[config.mk]
export PLATFORM = sky130hd
export DESIGN_NAME = sst_ram
export DESIGN_NICKNAME = d
export VERILOG_FILES = /design/src/hdl/sst_ram.sv
export SDC_FILE = /design/constraint.sdc
export NUM_CORES = 1
export LEC_CHECK = 0
export ABC_AREA = 1
export BUFFER_PORTS_ARGS = -buffer_cell sky130_fd_sc_hd__buf_2
export CORE_MARGIN = 8
export CORE_UTILIZATION = 55
export CTS_CLUSTER_DIAMETER = 100
export DETAILED_ROUTE_END_ITERATION = 10
export PLACE_DENSITY = 0.8
export SYNTH_ARGS = -nofsm -noshare
export SYNTH_HDL_FRONTEND = slang
export SYNTH_SLANG_ARGS = --single-unit
[constraint.sdc]
create_clock -name i_clk -period 1 [get_ports i_clk]
set_input_delay 0.05 -clock i_clk [delete_from_list [all_inputs] [get_ports i_clk]]
set_output_delay 0.05 -clock i_clk [all_outputs]
set_load 0.005 [all_outputs]
[src/hdl/sst_ram.sv]
// Simple dual-port RAM with one write port and one registered read port.
module sst_ram #(
    parameter int WIDTH = 8,
    parameter int DEPTH = 16
) (
    input  logic                     i_clk,
    input  logic                     i_we,
    input  logic [$clog2(DEPTH)-1:0] i_waddr,
    input  logic [WIDTH-1:0]         i_wdata,
    input  logic [$clog2(DEPTH)-1:0] i_raddr,
    output logic [WIDTH-1:0]         o_rdata
);
    logic [WIDTH-1:0] r_mem [DEPTH];

    always_ff @(posedge i_clk) begin
        if (i_we) begin
            r_mem[i_waddr] <= i_wdata;
        end
        o_rdata <= r_mem[i_raddr];
    end
endmodule

==> results.txt <==
Detail Route Antenna Nets: 0
clock sink count: 136
Netlist cell types: 12
final setup violation count: 7
Slowest cell on crit path: edfxtp_1
violations in the final reports: setup timing
first-pass GRT wire length: 20540 um
Clk pwr share: 46.1%
Worst Setup End Kind: flop
first-pass iteration count of the detailed router: 7
Sw Ratio: 20.59%
Slew @ Worst Pin: 0.4123 ns
sequential area share after synthesis: 69.43%
cts bufs inserted: 17
clock-pin slew on the worst setup and hold paths: 0.06 ns
Post-synth top cells: nand2_1 (173), edfxtp_1 (128), inv_1 (100), nand3_1 (97), nor2_1 (17)
total gr overflow: 0
largest area contributor in the netlist: edfxtp_1
Post-layout nets: 628
outcome: complete, but fails checks
share of layout cells above drive strength 1: 20.71%
Vias/cell: 5.465
Ant. Diodes: 0
Final period util: 103.5%
largest family of logic cells by synthesized area: simple AND/OR/NAND/NOR gates
number of flops mapped to enable cells by yosys: 128
num ports: 26
total die area: 14020 um2
hold slack: 0.06864 ns
Synth Area in Adders: 0%
CP Cell Sequence: inv_1 -> nand2_1 -> nand3_2 -> nand3_1 -> nand3_1 -> nand2_1
worst path bufs/invs: 1
multi-input combinational cell area: 1394 um2
Internal: 0.01085 W
syn_nets: 569
Sequential Power Share: 47.0%
synth warn: 0
worst-path maximum fanout: 1
final hold vios: 0
Top FF cell, synth: edfxtp_1
Final Slew Violations: 0
Post-Syn Instances: 551
Combinational Power Share: 6.9%
CP peak stage delay: 0.41 ns
Worst EP required: 1.41 ns
Yosys top cell area share: 66.65%
final std cells w/o fill: 759
FF-to-FF path depth: 6
# H-tree levels: 4
vias in the first global route: 4052
Worst path depth: 6
#FFs+latches synth: 136
Filler Cells Inserted: 669
share of synthesized flip-flops with an asynchronous set or reset: 0%
RSZ-0062 raised after global routing: true
Total GRT Usage: 19.52%
die height: 118.4 um
Layout area overhead: 22.56%
Inst Count DP: 718
normalized max-slew margin: 72.48%
detailed-route wire length: 14180 um
core area: 10230 um2
XOR/XNOR Fraction of Synth Area: 0%
top post-synthesis cells by area: edfxtp_1 (67%), nand2_1 (11%), nand3_1 (8.4%)
WL/cell: 18.68 um
row count: 37
overall power: 0.01367 W
mean post-synth cell area: 10.47 um2
Post-CTS Setup Repair Bufs: 0
maxcap violations: 0
simple-gate share of the synthesized area: 21.05%
skew final: 0.009217 ns
Worst Hold Class: in -> reg
Netlist Area Pre-Place: 5767 um2
Placement Setup Slack: -0.1275 ns
Switch Pwr: 0.002814 W
crit-path leading delay family: simple AND/OR/NAND/NOR gates
via count: 4148
crit start category: flop
Synth Area in Compound Gates: 0%
initial antenna violation count: 0
clock latency on the worst-skew pair: 0.53 ns
top-count cell post-synth: nand2_1
DR DRC count: 0
Hold Path Stages: 6
Initial Util: 56.37%
TritonCTS clock tree: yes
post-layout min period: 1.035 ns
die width: 118.4 um
Reg area: 4008 um2
Clock Path Buffers: 2
Setup WS post-layout: -0.03474 ns
Power Density: 1934 nW/um2
hpwl dp: 8292 um
CTS Root Cell: clkbuf_8
fmax: 0.9664 GHz
# port buffers: 25
DRT iter0 DRCs: 509
crit path kind: reg -> reg
Final GP Congestion: 0.8823
largest net degree at the start of global routing: 35
VDD IR max: 1.311 mV
static leakage: 3.093 nW
multiplexer share of the synthesized area: 0%
Data arrival, critical path: 1.45 ns
==> metrics by stage <==
step | setup TNS, ns | instance area (um2) | utilization (%)
global placement | -1.201 | 6183 | 60.44
global route | -0.5182 | 7068 | 69.08
detailed placement | -2.078 | 6183 | 60.44
floorplan | -0.05405 | 5767 | -
CTS | -0.2077 | 6928 | 67.71
finish | -0.1396 | 7068 | 69.08
==> cells in the final DEF (no fill, tap or decap), drive strengths merged <==
| cell type | synthesis | layout |
|---|---|---|
| edfxtp | 128 | 128 |
| nand2 | 173 | 173 |
| buf | 24 | 55 |
| clkinvlp | 0 | 1 |
| clkbuf | 0 | 22 |
| nand3b | 2 | 2 |
| inv | 102 | 102 |
| dfxtp | 8 | 8 |
| bufinv | 0 | 4 |
| dlygate4sd3 | 0 | 9 |
| nor2 | 17 | 17 |
| nand3 | 97 | 97 |
| clkinv | 0 | 5 |
==> logic make-up after synthesis <==
logic type | count (synthesis)
DFF | 136
buffers and inverters | 126
and+or+nand+nor | 289
==> tightest hold or removal path: stages <==
cell	delay, ns
buf_2	0.09
inv_1	0.06
buf_12	0.16
nand3_1	0.08
nand3_1	0.06
nand2_1	0.06
==> cell type report <==
cell class	instances	share of cell area (%)
clock buffers	22	6.408
clock inverters	10	2.142
inverters	102	5.417
multi-input cells	289	19.72
well taps	136	2.408
flip-flops and latches	136	56.70
repair buffers	64	7.205
==> per-layer routing <==
metal / global-route usage (%) / part of all wire [%]
met5: 0 / 0
met4: 12.89 / 3.5
met3: 5.188 / 9.6
met2: 32.54 / 51
met1: 21.81 / 36
==> repair_timing <==
| action | 4_1_cts | 5_1_grt |
|---|---|---|
| endpoints found under the setup margin | 11 | 16 |
| hold endpoints to repair | 135 | 0 |
| gates resized for setup | 12 | 34 |
| pin swaps | 3 | 8 |
| hold buffers | 9 | 0 |
==> flip-flops by register name (all words and copies together), names as in the netlist <==
signal and count:
o_rdata 8, r_mem 128
==> power by group through the flow <==
| stage | Sequential, W | Clock [W] | Combinational, W |
|---|---|---|---|
| 2_1_floorplan | 0.00653 | 0 | 0.000450 |
| 4_1_cts | 0.00642 | 0.00635 | 0.000878 |
| 3_3_place_gp | 0.00653 | 0 | 0.000792 |
| 5_1_grt | 0.00643 | 0.00654 | 0.00102 |
| 3_5_place_dp | 0.00653 | 0 | 0.000819 |
| 6_report | 0.00642 | 0.00630 | 0.000949 |
==> path summary, 6_finish.rpt <==
kind	start	to	slack (ns)
worst max-delay path	r_mem[5][4]	o_rdata[4]	-0.03
worst max register to register	r_mem[5][4]	o_rdata[4]	-0.03
worst min-delay path	i_raddr[2]	o_rdata[3]	0.07
worst min register to register	r_mem[10][3]	o_rdata[3]	0.67
Power figures use the tool's default switching activity.
